**config.mk**
```make
export PLATFORM = sky130hd
export DESIGN_NAME = pid_controller_clamped_antiwindup_unit
export DESIGN_NICKNAME = d
export VERILOG_FILES = /design/src/hdl/pcaw_pkg.sv /design/src/hdl/pcaw_ctrl.sv /design/src/hdl/pcaw_dpath.sv /design/src/hdl/pid_controller_clamped_antiwindup_unit.sv
export SDC_FILE = /design/constraint.sdc
export NUM_CORES = 2
export LEC_CHECK = 0
export ABC_AREA = 1
export BUFFER_PORTS_ARGS = -buffer_cell sky130_fd_sc_hd__buf_2
export CAP_MARGIN = 20
export CORE_ASPECT_RATIO = 0.7
export CORE_MARGIN = 1
export CORE_UTILIZATION = 35
export CTS_CLUSTER_SIZE = 28
export DETAILED_ROUTE_END_ITERATION = 6
export PLACE_DENSITY = 0.48
export SYNTH_ARGS = -nofsm -noshare
export SYNTH_HDL_FRONTEND = slang
export SYNTH_HIERARCHICAL = 1
export SYNTH_SLANG_ARGS = --single-unit
```
**constraint.sdc**
```tcl
create_clock -name i_clk -period 14.62 [get_ports i_clk]
set_input_delay 0 -clock i_clk [delete_from_list [all_inputs] [get_ports i_clk]]
set_output_delay 0 -clock i_clk [all_outputs]
set_load 0.03 [all_outputs]
```
**src/hdl/pcaw_pkg.sv**
```systemverilog
package pcaw_pkg;

    // field and state widths
    localparam int DATA_W    = 32;
    localparam int DT_W      = 31;
    localparam int SUM_W     = 48;
    localparam int FRAC_BITS = 16;

    // shared multiplier: |a| fits A_W bits, |b| fits B_W bits, b taken in two halves
    localparam int A_W    = DATA_W + 1;
    localparam int B_W    = SUM_W;
    localparam int HALF_W = B_W / 2;
    localparam int PP_W   = A_W + HALF_W;
    localparam int MAG_W  = 62;
    localparam int RES_W  = 64;
    localparam int PROD_W = (A_W + B_W > FRAC_BITS + MAG_W + 1) ? (A_W + B_W)
                                                                : (FRAC_BITS + MAG_W + 1);

    localparam logic signed [DATA_W-1:0] SETPOINT_MAX = 32'sd6553600;
    localparam logic signed [DATA_W-1:0] SETPOINT_MIN = -32'sd6553600;

    // configuration register indexes
    localparam int REG_IDX_W = 3;
    localparam logic [REG_IDX_W-1:0] REG_KP      = 3'd0;
    localparam logic [REG_IDX_W-1:0] REG_KI      = 3'd1;
    localparam logic [REG_IDX_W-1:0] REG_KD      = 3'd2;
    localparam logic [REG_IDX_W-1:0] REG_DT      = 3'd3;
    localparam logic [REG_IDX_W-1:0] REG_WINDUP  = 3'd4;
    localparam logic [REG_IDX_W-1:0] REG_OUT_MAX = 3'd5;
    localparam logic [REG_IDX_W-1:0] REG_OUT_MIN = 3'd6;

    // product selects, run in this order
    localparam int SEL_W = 3;
    localparam logic [SEL_W-1:0] MUL_P = 3'd0;  // kp * error
    localparam logic [SEL_W-1:0] MUL_W = 3'd1;  // ki * sum, windup check
    localparam logic [SEL_W-1:0] MUL_S = 3'd2;  // error * dt
    localparam logic [SEL_W-1:0] MUL_I = 3'd3;  // ki * sum, integral term
    localparam logic [SEL_W-1:0] MUL_D = 3'd4;  // kd * error change

    typedef struct packed {
        logic             accept;
        logic             check;
        logic             load;
        logic             mul_lo;
        logic             mul_hi;
        logic             fin;
        logic             post;
        logic             out_load;
        logic [SEL_W-1:0] sel;
    } t_cmd;

    typedef struct packed {
        logic clear;
        logic reject;
    } t_stat;

endpackage

```
**src/hdl/pcaw_ctrl.sv**
```systemverilog
module pcaw_ctrl (
    input  logic           i_clk,
    input  logic           i_rst_n,
    input  logic           i_in_valid,
    output logic           o_in_ready,
    output logic           o_out_valid,
    input  logic           i_out_ready,
    input  pcaw_pkg::t_stat i_stat,
    output pcaw_pkg::t_cmd  o_cmd
);

    localparam logic [2:0] S_IDLE  = 3'd0;
    localparam logic [2:0] S_CHECK = 3'd1;
    localparam logic [2:0] S_LOAD  = 3'd2;
    localparam logic [2:0] S_LO    = 3'd3;
    localparam logic [2:0] S_HI    = 3'd4;
    localparam logic [2:0] S_FIN   = 3'd5;
    localparam logic [2:0] S_POST  = 3'd6;
    localparam logic [2:0] S_FINAL = 3'd7;

    logic [2:0]                 r_state, n_state;
    logic [pcaw_pkg::SEL_W-1:0] r_sel, n_sel;
    logic                       r_out_valid, n_out_valid;
    logic                       out_free;

    assign out_free = !r_out_valid || i_out_ready;

    always_comb begin
        n_state = r_state;
        n_sel   = r_sel;
        o_cmd   = '0;
        o_cmd.sel = r_sel;
        unique case (r_state)
            S_IDLE: begin
                if (i_in_valid) begin
                    o_cmd.accept = 1'b1;
                    n_state      = S_CHECK;
                end
            end
            S_CHECK: begin
                o_cmd.check = 1'b1;
                n_sel       = pcaw_pkg::MUL_P;
                n_state     = (i_stat.clear || i_stat.reject) ? S_FINAL : S_LOAD;
            end
            S_LOAD: begin
                o_cmd.load = 1'b1;
                n_state    = S_LO;
            end
            S_LO: begin
                o_cmd.mul_lo = 1'b1;
                n_state      = S_HI;
            end
            S_HI: begin
                o_cmd.mul_hi = 1'b1;
                n_state      = S_FIN;
            end
            S_FIN: begin
                o_cmd.fin = 1'b1;
                n_state   = S_POST;
            end
            S_POST: begin
                o_cmd.post = 1'b1;
                n_state    = S_LOAD;
                unique case (r_sel)
                    pcaw_pkg::MUL_P: n_sel = pcaw_pkg::MUL_W;
                    pcaw_pkg::MUL_W: n_sel = pcaw_pkg::MUL_S;
                    pcaw_pkg::MUL_S: n_sel = pcaw_pkg::MUL_I;
                    pcaw_pkg::MUL_I: n_sel = pcaw_pkg::MUL_D;
                    default:         n_state = S_FINAL;
                endcase
            end
            S_FINAL: begin
                if (out_free) begin
                    o_cmd.out_load = 1'b1;
                    n_state        = S_IDLE;
                end
            end
            default: n_state = S_IDLE;
        endcase
    end

    always_comb begin
        if (o_cmd.out_load) begin
            n_out_valid = 1'b1;
        end else if (i_out_ready) begin
            n_out_valid = 1'b0;
        end else begin
            n_out_valid = r_out_valid;
        end
    end

    always_ff @(posedge i_clk) begin
        if (!i_rst_n) begin
            r_state     <= S_IDLE;
            r_sel       <= pcaw_pkg::MUL_P;
            r_out_valid <= 1'b0;
        end else begin
            r_state     <= n_state;
            r_sel       <= n_sel;
            r_out_valid <= n_out_valid;
        end
    end

    assign o_in_ready  = (r_state == S_IDLE);
    assign o_out_valid = r_out_valid;

endmodule

```
**src/hdl/pcaw_dpath.sv**
```systemverilog
module pcaw_dpath (
    input  logic                              i_clk,
    input  logic                              i_rst_n,
    input  pcaw_pkg::t_cmd                    i_cmd,
    output pcaw_pkg::t_stat                   o_stat,
    input  logic                              i_cfg_wr_en,
    input  logic [pcaw_pkg::REG_IDX_W-1:0]    i_cfg_index,
    input  logic [pcaw_pkg::DATA_W-1:0]       i_cfg_wdata,
    input  logic                              i_op,
    input  logic [pcaw_pkg::DATA_W-1:0]       i_measured,
    input  logic [pcaw_pkg::DATA_W-1:0]       i_setpoint,
    output logic [pcaw_pkg::DATA_W-1:0]       o_drive,
    output logic                              o_setpoint_rejected
);

    localparam int DW = pcaw_pkg::DATA_W;
    localparam int AW = pcaw_pkg::A_W;
    localparam int BW = pcaw_pkg::B_W;
    localparam int HW = pcaw_pkg::HALF_W;
    localparam int SW = pcaw_pkg::SUM_W;
    localparam int RW = pcaw_pkg::RES_W;
    localparam int MW = pcaw_pkg::MAG_W;
    localparam int PW = pcaw_pkg::PROD_W;
    localparam int FB = pcaw_pkg::FRAC_BITS;
    localparam int TW = pcaw_pkg::DT_W;

    localparam logic [MW-1:0] TERM_CAP = {MW{1'b1}};
    localparam logic signed [SW-1:0] SUM_MAX = {1'b0, {(SW-1){1'b1}}};
    localparam logic signed [SW-1:0] SUM_MIN = {1'b1, {(SW-1){1'b0}}};

    // configuration
    logic signed [DW-1:0] r_kp, r_ki, r_kd, r_out_max, r_out_min;
    logic        [TW-1:0] r_dt, r_windup;

    always_ff @(posedge i_clk) begin
        if (!i_rst_n) begin
            r_kp      <= '0;
            r_ki      <= '0;
            r_kd      <= '0;
            r_dt      <= TW'(1 << FB);
            r_windup  <= '0;
            r_out_max <= DW'(1 << FB);
            r_out_min <= -DW'(1 << FB);
        end else if (i_cfg_wr_en) begin
            unique case (i_cfg_index)
                pcaw_pkg::REG_KP:      r_kp      <= i_cfg_wdata;
                pcaw_pkg::REG_KI:      r_ki      <= i_cfg_wdata;
                pcaw_pkg::REG_KD:      r_kd      <= i_cfg_wdata;
                pcaw_pkg::REG_DT:      r_dt      <= i_cfg_wdata[TW-1:0];
                pcaw_pkg::REG_WINDUP:  r_windup  <= i_cfg_wdata[TW-1:0];
                pcaw_pkg::REG_OUT_MAX: r_out_max <= i_cfg_wdata;
                pcaw_pkg::REG_OUT_MIN: r_out_min <= i_cfg_wdata;
                default: ;
            endcase
        end
    end

    // request latch
    logic                 r_op;
    logic signed [DW-1:0] r_meas, r_sp;

    always_ff @(posedge i_clk) begin
        if (i_cmd.accept) begin
            r_op   <= i_op;
            r_meas <= i_measured;
            r_sp   <= i_setpoint;
        end
    end

    // setpoint window and saturated error
    logic                 rejected;
    logic signed [DW:0]   diff;
    logic signed [DW-1:0] err_sat;

    assign rejected = (r_sp > pcaw_pkg::SETPOINT_MAX) || (r_sp < pcaw_pkg::SETPOINT_MIN);
    assign diff     = {r_sp[DW-1], r_sp} - {r_meas[DW-1], r_meas};
    always_comb begin
        if (diff[DW] != diff[DW-1]) begin
            err_sat = diff[DW] ? {1'b1, {(DW-1){1'b0}}} : {1'b0, {(DW-1){1'b1}}};
        end else begin
            err_sat = diff[DW-1:0];
        end
    end

    assign o_stat.clear  = r_op;
    assign o_stat.reject = rejected;

    // controller state
    logic signed [DW-1:0] r_prev;
    logic signed [SW-1:0] r_sum;

    // working registers
    logic signed [DW-1:0] r_err;
    logic signed [DW:0]   r_ediff;
    logic signed [RW-1:0] r_p, r_i, r_total, r_mres;
    logic        [MW-1:0] r_mmag;
    logic                 r_integ;
    logic                 r_zero, r_rej;
    logic        [AW-1:0] r_ua;
    logic        [BW-1:0] r_ub;
    logic                 r_neg;
    logic        [PW-1:0] r_prod;

    // operand select and magnitudes
    logic [AW-1:0] op_a, ua;
    logic [BW-1:0] op_b, ub;

    always_comb begin
        unique case (i_cmd.sel) inside
            pcaw_pkg::MUL_P: begin
                op_a = {r_kp[DW-1], r_kp};
                op_b = {{(BW-DW){r_err[DW-1]}}, r_err};
            end
            pcaw_pkg::MUL_W, pcaw_pkg::MUL_I: begin
                op_a = {r_ki[DW-1], r_ki};
                op_b = r_sum;
            end
            pcaw_pkg::MUL_S: begin
                op_a = {r_err[DW-1], r_err};
                op_b = {{(BW-TW){1'b0}}, r_dt};
            end
            pcaw_pkg::MUL_D: begin
                op_a = r_ediff;
                op_b = {{(BW-DW){r_kd[DW-1]}}, r_kd};
            end
            default: begin
                op_a = '0;
                op_b = '0;
            end
        endcase
    end

    assign ua = op_a[AW-1] ? (~op_a + AW'(1)) : op_a;
    assign ub = op_b[BW-1] ? (~op_b + BW'(1)) : op_b;

    // shared multiplier, one half of b per cycle
    localparam int PP_W_L = pcaw_pkg::PP_W;
    logic [HW-1:0] b_half;
    logic [PP_W_L-1:0] pp;

    assign b_half = i_cmd.mul_hi ? r_ub[BW-1:HW] : r_ub[HW-1:0];
    assign pp     = r_ua * b_half;

    // truncate fraction, cap magnitude, apply sign
    logic          cap;
    logic [MW-1:0] mag;
    logic signed [RW-1:0] mag_s;

    assign cap   = |r_prod[PW-1:FB+MW];
    assign mag   = cap ? TERM_CAP : r_prod[FB+MW-1:FB];
    assign mag_s = RW'(mag);

    // post-processing helpers
    logic signed [RW-1:0] sum_new;
    logic signed [SW-1:0] sum_sat;
    logic                 flip;

    assign sum_new = {{(RW-SW){r_sum[SW-1]}}, r_sum} + r_mres;
    always_comb begin
        if ((&sum_new[RW-1:SW-1]) || !(|sum_new[RW-1:SW-1])) begin
            sum_sat = sum_new[SW-1:0];
        end else begin
            sum_sat = sum_new[RW-1] ? SUM_MIN : SUM_MAX;
        end
    end

    assign flip = (r_p != '0) && (r_mres != '0) && (r_p[RW-1] != r_mres[RW-1]);

    // output clamp; the upper bound is tested last and wins
    logic signed [RW-1:0] min_ext, max_ext, clamp_lo, clamp_hi;

    assign min_ext  = {{(RW-DW){r_out_min[DW-1]}}, r_out_min};
    assign max_ext  = {{(RW-DW){r_out_max[DW-1]}}, r_out_max};
    assign clamp_lo = (r_total <= min_ext) ? min_ext : r_total;
    assign clamp_hi = (clamp_lo >= max_ext) ? max_ext : clamp_lo;

    always_ff @(posedge i_clk) begin
        if (!i_rst_n) begin
            r_prev <= '0;
            r_sum  <= '0;
        end else begin
            if (i_cmd.check && r_op) begin
                r_prev <= '0;
                r_sum  <= '0;
            end
            if (i_cmd.post) begin
                if (i_cmd.sel == pcaw_pkg::MUL_S && r_integ) begin
                    r_sum <= sum_sat;
                end
                if (i_cmd.sel == pcaw_pkg::MUL_D) begin
                    r_prev <= r_err;
                end
            end
        end
    end

    always_ff @(posedge i_clk) begin
        if (i_cmd.check) begin
            r_err  <= err_sat;
            r_zero <= r_op || rejected;
            r_rej  <= !r_op && rejected;
        end
        if (i_cmd.load) begin
            r_ua  <= ua;
            r_ub  <= ub;
            r_neg <= op_a[AW-1] ^ op_b[BW-1];
        end
        if (i_cmd.mul_lo) begin
            r_prod <= PW'(pp);
        end
        if (i_cmd.mul_hi) begin
            r_prod <= r_prod + (PW'(pp) << HW);
        end
        if (i_cmd.fin) begin
            r_mmag <= mag;
            r_mres <= r_neg ? -mag_s : mag_s;
        end
        if (i_cmd.post) begin
            case (i_cmd.sel)
                pcaw_pkg::MUL_P: begin
                    r_p     <= r_mres;
                    r_ediff <= {r_err[DW-1], r_err} - {r_prev[DW-1], r_prev};
                end
                pcaw_pkg::MUL_W: begin
                    r_integ <= !r_ki[DW-1] && (r_ki != '0)
                               && (r_mmag < MW'(r_windup));
                end
                pcaw_pkg::MUL_I: r_i     <= flip ? -r_mres : r_mres;
                pcaw_pkg::MUL_D: r_total <= r_p + r_i + r_mres;
                default: ;
            endcase
        end
    end

    // result register
    logic [DW-1:0] r_drive;
    logic          r_rej_out;

    always_ff @(posedge i_clk) begin
        if (i_cmd.out_load) begin
            r_drive   <= r_zero ? '0 : clamp_hi[DW-1:0];
            r_rej_out <= r_rej;
        end
    end

    assign o_drive             = r_drive;
    assign o_setpoint_rejected = r_rej_out;

endmodule

```
**src/hdl/pid_controller_clamped_antiwindup_unit.sv**
```systemverilog
// Clamped PID step, Q16.16, conditional-integration anti-windup.
// A control step runs five products on one shared 33x24 multiplier, each through the
// load, lo, hi, fin and post states; a clear or a rejected setpoint skips them. A new
// request is taken only while the sequencer is idle.
// Reset (i_rst_n low, synchronous): state and output valid cleared, registers to defaults.
module pid_controller_clamped_antiwindup_unit (
    input  logic                           i_clk,
    input  logic                           i_rst_n,
    // configuration write port
    input  logic                           i_cfg_wr_en,
    input  logic [pcaw_pkg::REG_IDX_W-1:0] i_cfg_index,
    input  logic [pcaw_pkg::DATA_W-1:0]    i_cfg_wdata,
    // request stream
    input  logic                           s_axis_tvalid,
    output logic                           s_axis_tready,
    input  logic [2*pcaw_pkg::DATA_W-1:0]  s_axis_tdata,   // [31:0] measured, [63:32] setpoint
    input  logic                           s_axis_tuser,   // [0] op (0 step, 1 clear)
    // result stream
    output logic                           m_axis_tvalid,
    input  logic                           m_axis_tready,
    output logic [pcaw_pkg::DATA_W-1:0]    m_axis_tdata,   // [31:0] drive
    output logic                           m_axis_tuser    // [0] setpoint_rejected
);

    localparam int DW = pcaw_pkg::DATA_W;

    pcaw_pkg::t_cmd  cmd;
    pcaw_pkg::t_stat stat;

    // sequencer: idle -> check -> 5 x (load, lo, hi, fin, post) -> final; clear or reject skips to final.
    // The result register lets the next request in while a result waits.
    pcaw_ctrl u_ctrl (
        .i_clk       (i_clk),
        .i_rst_n     (i_rst_n),
        .i_in_valid  (s_axis_tvalid),
        .o_in_ready  (s_axis_tready),
        .o_out_valid (m_axis_tvalid),
        .i_out_ready (m_axis_tready),
        .i_stat      (stat),
        .o_cmd       (cmd)
    );

    // datapath: config registers, error/sum state, shared multiplier, clamp
    pcaw_dpath u_dpath (
        .i_clk               (i_clk),
        .i_rst_n             (i_rst_n),
        .i_cmd               (cmd),
        .o_stat              (stat),
        .i_cfg_wr_en         (i_cfg_wr_en),
        .i_cfg_index         (i_cfg_index),
        .i_cfg_wdata         (i_cfg_wdata),
        .i_op                (s_axis_tuser),
        .i_measured          (s_axis_tdata[DW-1:0]),
        .i_setpoint          (s_axis_tdata[2*DW-1:DW]),
        .o_drive             (m_axis_tdata),
        .o_setpoint_rejected (m_axis_tuser)
    );

endmodule

```
## Yosys cells after proc, flatten, opt, wreduce, memory -nomap -nowiden

Index checks and enable logic that the tools add are counted.

| operators by class | value |
|---|---|
| add/sub/neg operators | 10 |
| multiply operators | 1 |
| $lt $le $gt $ge | 5 |
| eq/ne operators | 22 |
| multiplexer cells | 41 |
| bitwise logic cells | 3 |
| reductions and logical operators | 42 |

Operator list:

| operator | count |
|---|---|
| 48-bit 2-to-1 mux | 5 |
| 32-bit 2-to-1 mux | 7 |
| 64-bit adder | 3 |
| 48-bit one-hot mux with 4 select lines | 1 |
| 81-bit 2-to-1 mux | 2 |
| 33-bit one-hot mux with 4 select lines | 1 |
| 64-bit 2-to-1 mux | 2 |
| 64-bit nonzero test | 2 |
| 62-bit 2-to-1 mux | 2 |
| 81-bit adder | 1 |
| 32-bit by 32-bit subtractor with 33-bit output | 2 |
| 64-bit by 32-bit >= comparator with 1-bit output | 1 |
| 64-bit by 32-bit <= comparator with 1-bit output | 1 |
| 62-bit negator with 64-bit output | 1 |
| 64-bit negator | 1 |
| 62-bit by 31-bit less-than comparator with 1-bit output | 1 |
| 33-bit by 24-bit multiplier with 57-bit output | 1 |
| 48-bit by 1-bit adder with 48-bit output, second input constant | 1 |
| 48-bit NOT | 1 |
| 47-bit 2-to-1 mux | 1 |
| 33-bit by 1-bit adder with 33-bit output, second input constant | 1 |
| 33-bit NOT | 1 |
| 32-bit by 24-bit greater-than comparator with 1-bit output, second input constant | 1 |
| 32-bit by 24-bit less-than comparator with 1-bit output, second input constant | 1 |
| other kinds (26) | 83 |

| word-level totals | value |
|---|---|
| flip-flop bits (word level) | 956 |
| input bits | 105 |
| output and inout bits | 35 |

## Depth between registers and ports, before layout

| depth | value |
|---|---|
| depth after elaboration | 7 |
| depth in mapped cells | 50 |
| mapped depth without buffers | 48 |

## By module

Netlist, hierarchy kept.

By module, submodules not included:

| module | times used | cells each | area each (um^2) |
|---|---|---|---|
| pcaw_dpath | 1 | 11,104 | 87,819.2 |
| pcaw_ctrl | 1 | 63 | 411.6 |

## Worst setup path before layout

No wires, ideal clock.

| timing path | value |
|---|---|
| path kind | register -> register |
| start | reg u_ctrl.r_state[2] |
| end | reg u_dpath.r_prod[78], data pin |
| arrival time | 8.917 ns |
| setup slack | 5.445 ns |
| cell stages (with the launch flop) | 46 |
| period minus slack after synthesis | 9.175 ns |
| path through | dfxtp_1 -> inv_2 -> nor3_1 -> inv_1 -> clkbuf_1 -> or2_2 -> nand2_1 -> clkbuf_1 -> nor2_1 -> fa_1 -> inv_1 -> fa_1 -> inv_1 -> fa_1 -> inv_1 -> fa_1 -> inv_1 -> fa_1 -> [10 not listed] -> nand4_1 -> nand2_1 -> nand2_1 -> a21boi_0 -> o21ai_0 -> xor2_1 -> ha_1 -> nand2_1 -> nor2_1 -> inv_1 -> nor4_1 -> nand2_1 -> o211ai_1 -> a21oi_1 -> nor2_1 -> nor2_1 -> o21ai_0 -> nor2_1 |

RTL lines:

| element | line | RTL |
|---|---|---|
| from (decl) | pcaw_ctrl.sv:21 | `logic [2:0] r_state, n_state;` |
| from (signal assigned) | pcaw_ctrl.sv:98 | `r_state <= n_state;` |
| to (signal assigned) | pcaw_dpath.sv:209 | `r_prod <= PW'(pp);` |
| to (signal assigned) | pcaw_dpath.sv:212 | `r_prod <= r_prod + (PW'(pp) << HW);` |
| to (decl) | pcaw_dpath.sv:102 | `logic [PW-1:0] r_prod;` |

==> reports/qor.csv <==
stage,metric,value,unit
outcome,status,"finished, final reports clean",
clock_network,clkSinkCount,939,
layout,mostFrequentLayoutCell,nand2_1,
floorplan,die-area,0.2541,sq mm
setup_path,path_max_fanout,17,
clock_network,clkLatencyLatePin,730,ps
worst_hold_path,hold_class,primary input to register,
logic_synthesis,synth_nets,12616,
logic_synthesis,synth_seq_cells,939,
floorplan,die_w,602.1,um
clock_network,cts_buffers,100,
sta,rsz0062_at_grt,no,
logic_synthesis,synth_seq_area_share,28.45,%
logic_synthesis,syn-mean-instance-area,7.901,sq um
logic_synthesis,synthArstFlopShare,0,%
global_routing,grt_pass1_wl,515700,um
floorplan,rows,153,
routing,first_iter_violations,8073,
layout,drive_above_1_share,6.171,%
global_routing,grt_use_total,27.44,%
setup_path,setup.worst_path.class,register to register,
clock_network,h-tree-depth,3,
place,hpwl,284400,um
floorplan,initial_core_util,35.37,%
logic_synthesis,ys.flop_type,edfxtp_1,
sta,tns,0,ps
global_routing,grt_max_degree,96,
clock_network,root_buffer,clkbuf_16,
sta,tightest_slew,1207,ps
sta,setup_viol,0,
logic_synthesis,ys_top_cells_by_area,"edfxtp_1, fa_1, nand2_1",
sta,hold_viol,0,
layout,synthToLayoutAreaGrowth,10.66,%
global_routing,grt.overflow.total,0,
setup_path,critPathCaptureType,register,
logic_synthesis,synth_edf_count,630,
sta,finClkSkew,36.45,ps
setup_path,required,15100,ps
routing,vias,77586,
routing,drt-total-wl,354800,um
floorplan,fp.dieH,422.1,um
place,place_congestion,0.9727,
layout,fin_nets,12802,
floorplan,io_pins,140,
clock_network,path_clk_slew,70,ps
setup_path,cp-start-kind,register,
routing,drc,0,
job,maxCapViolCount,0,
routing,postRouteAntennaNets,0,
sta,fmax,83.75,MHz
setup_path,arrival,12420,ps
global_routing,antenna_found_initial,21,
logic_synthesis,synthesis.area,0.08823,sq mm
layout,layout_common_cells,"nand2_1, inv_1, nor2_1, fa_1, a21oi_1",
sta,layout_min_cycle_time,11940,ps
logic_synthesis,yosys_warnings,6,
setup_path,critPathMostFrequentCell,fa_1,
clock_network,cts_tree,done,
setup_path,slowest_delay,860,ps
logic_synthesis,synth_top_area_share,21.44,%
global_routing,grt_pass1_vias,74368,
routing,drt_pass1_iterations,6,
sta,slew_violations,0,
routing,via_per_inst,5.245,
floorplan,fp.coreArea,0.2494,sq mm
sta,slew_headroom,18.67,%
sta,fin_crit_sh,81.67,%
setup_path,critical_path.slowest_cell,clkinv_1,
routing,wl_per_cell,23.98,um
clock_network,cts.path.max_buffers,3,
logic_synthesis,syn-instance-count,11167,
logic_synthesis,synth_top_area_cell,edfxtp_1,
clock_network,ctsResizeCount,0,
place,portBuffers,139,
logic_synthesis,yosysUniqueCellTypes,75,
## metrics by stage
| stage | utilization, % | hold WS (ps) | instances | area (sq um) | setup WS (ps) |
|---|---|---|---|---|---|
| final | 39.14 | 233.6 | 14792 | 97640 | 2680 |
| after global routing | 39.13 | 214.7 | 14782 | 97610 | 2030 |
| after CTS | 39.11 | 172.5 | 14770 | 97550 | 2862 |
| after detailed placement | 37.09 | 178.1 | 14408 | 92530 | 2895 |
| after global placement | 37.08 | 176.9 | 14406 | 92490 | 2613 |
| after floorplan | - | 97.63 | 11167 | 88230 | 5445 |
## Yosys cell counts, types with 100 or more instances
master	n
nand4_1	127
xor2_1	299
nand2_1	2221
edfxtp_1	630
a21oi_1	652
ha_1	596
nor2_1	1348
o21ai_0	618
inv_1	2025
fa_1	748
nand3_1	248
clkbuf_1	249
nor3_1	100
xnor2_1	140
dfxtp_1	309
## timing repair
item	4_1_cts	5_1_grt
buffers inserted	0	0
hold buffers	173	0
hold endpoints to repair	296	0
## worst paths after layout
check / from / to / slack [ps] / depth (start not counted)
hold / removal: i_rst_n / u_dpath/r_kp[7]$_SDFFE_PN0P_ / 230 / 4
setup / recovery: u_ctrl/r_state[2]$_SDFFE_PN0P_ / u_dpath/r_prod[78]$_SDFFCE_PN0P_ / 2680 / 38
setup reg to reg: u_ctrl/r_state[2]$_SDFFE_PN0P_ / u_dpath/r_prod[78]$_SDFFCE_PN0P_ / 2680 / 38
hold reg to reg: u_dpath/r_dt[27]$_SDFFE_PN0P_ / u_dpath/r_dt[27]$_SDFFE_PN0P_ / 460 / 2
## routing by layer
metal / wire length (um) / vias to the layer above / part of all wire [%] / track usage (%)
met5: 55 / - / 0.016 / 0
met4: 5253 / 8 / 1.5 / 3.941
met3: 39800 / 282 / 11 / 8.246
met2: 131700 / 3286 / 37 / 35.87
met1: 178000 / 38153 / 50 / 43.85
li1: - / 35857 / - / -
## worst max-delay path, delay by kind of cell, from the launching register on
| kind | cells | cell delay (ps) |
|---|---|---|
| AO/OA/AOI/OAI | 3 | 680 |
| XOR/XNOR | 1 | 540 |
| adder cells (fa/ha/maj) | 9 | 4670 |
| buffers and inverters | 8 | 1670 |
| flip-flops | 1 | 430 |
| AND/OR/NAND/NOR | 17 | 3710 |
## cell type report
cell class	count	area, sq um
clock buffer	121	2664
antenna	20	50.05
timing repair buffer	419	3278
sequential	939	25100
fill	25878	151800
inverter	2073	7789
tap	3332	4169
multi-input combinational	7820	53950
clock inverter	68	634.4
## sequential cells by signal, indices dropped and copies added (netlist names), 32 cells and up
register	flops
u_dpath/r_prod	65
u_dpath/r_i	64
u_dpath/r_mres	64
u_dpath/r_p	64
u_dpath/r_total	64
u_dpath/r_mmag	61
u_dpath/r_sum	48
u_dpath/r_ub	48
u_dpath/r_ediff	33
u_dpath/r_ua	33
u_dpath/o_drive	32
u_dpath/r_err	32
u_dpath/r_kd	32
u_dpath/r_ki	32
u_dpath/r_kp	32
u_dpath/r_meas	32
u_dpath/r_out_max	32
u_dpath/r_out_min	32
u_dpath/r_prev	32
u_dpath/r_sp	32
## kinds of logic after synthesis
family,count (synthesis),synth area share (%)
AND/OR/NAND/NOR,4383,20.72
buffers and inverters,2408,10.53
AO/OA/AOI/OAI,1652,10.49
adder cells (fa/ha/maj),1344,25.42
flip-flops,939,28.45
XOR/XNOR,439,4.358
multiplexers,2,0.02269
Power is left out: the tool's default activity adds up to more than one toggle a clock period on the data nets, which glitch-free logic cannot reach.
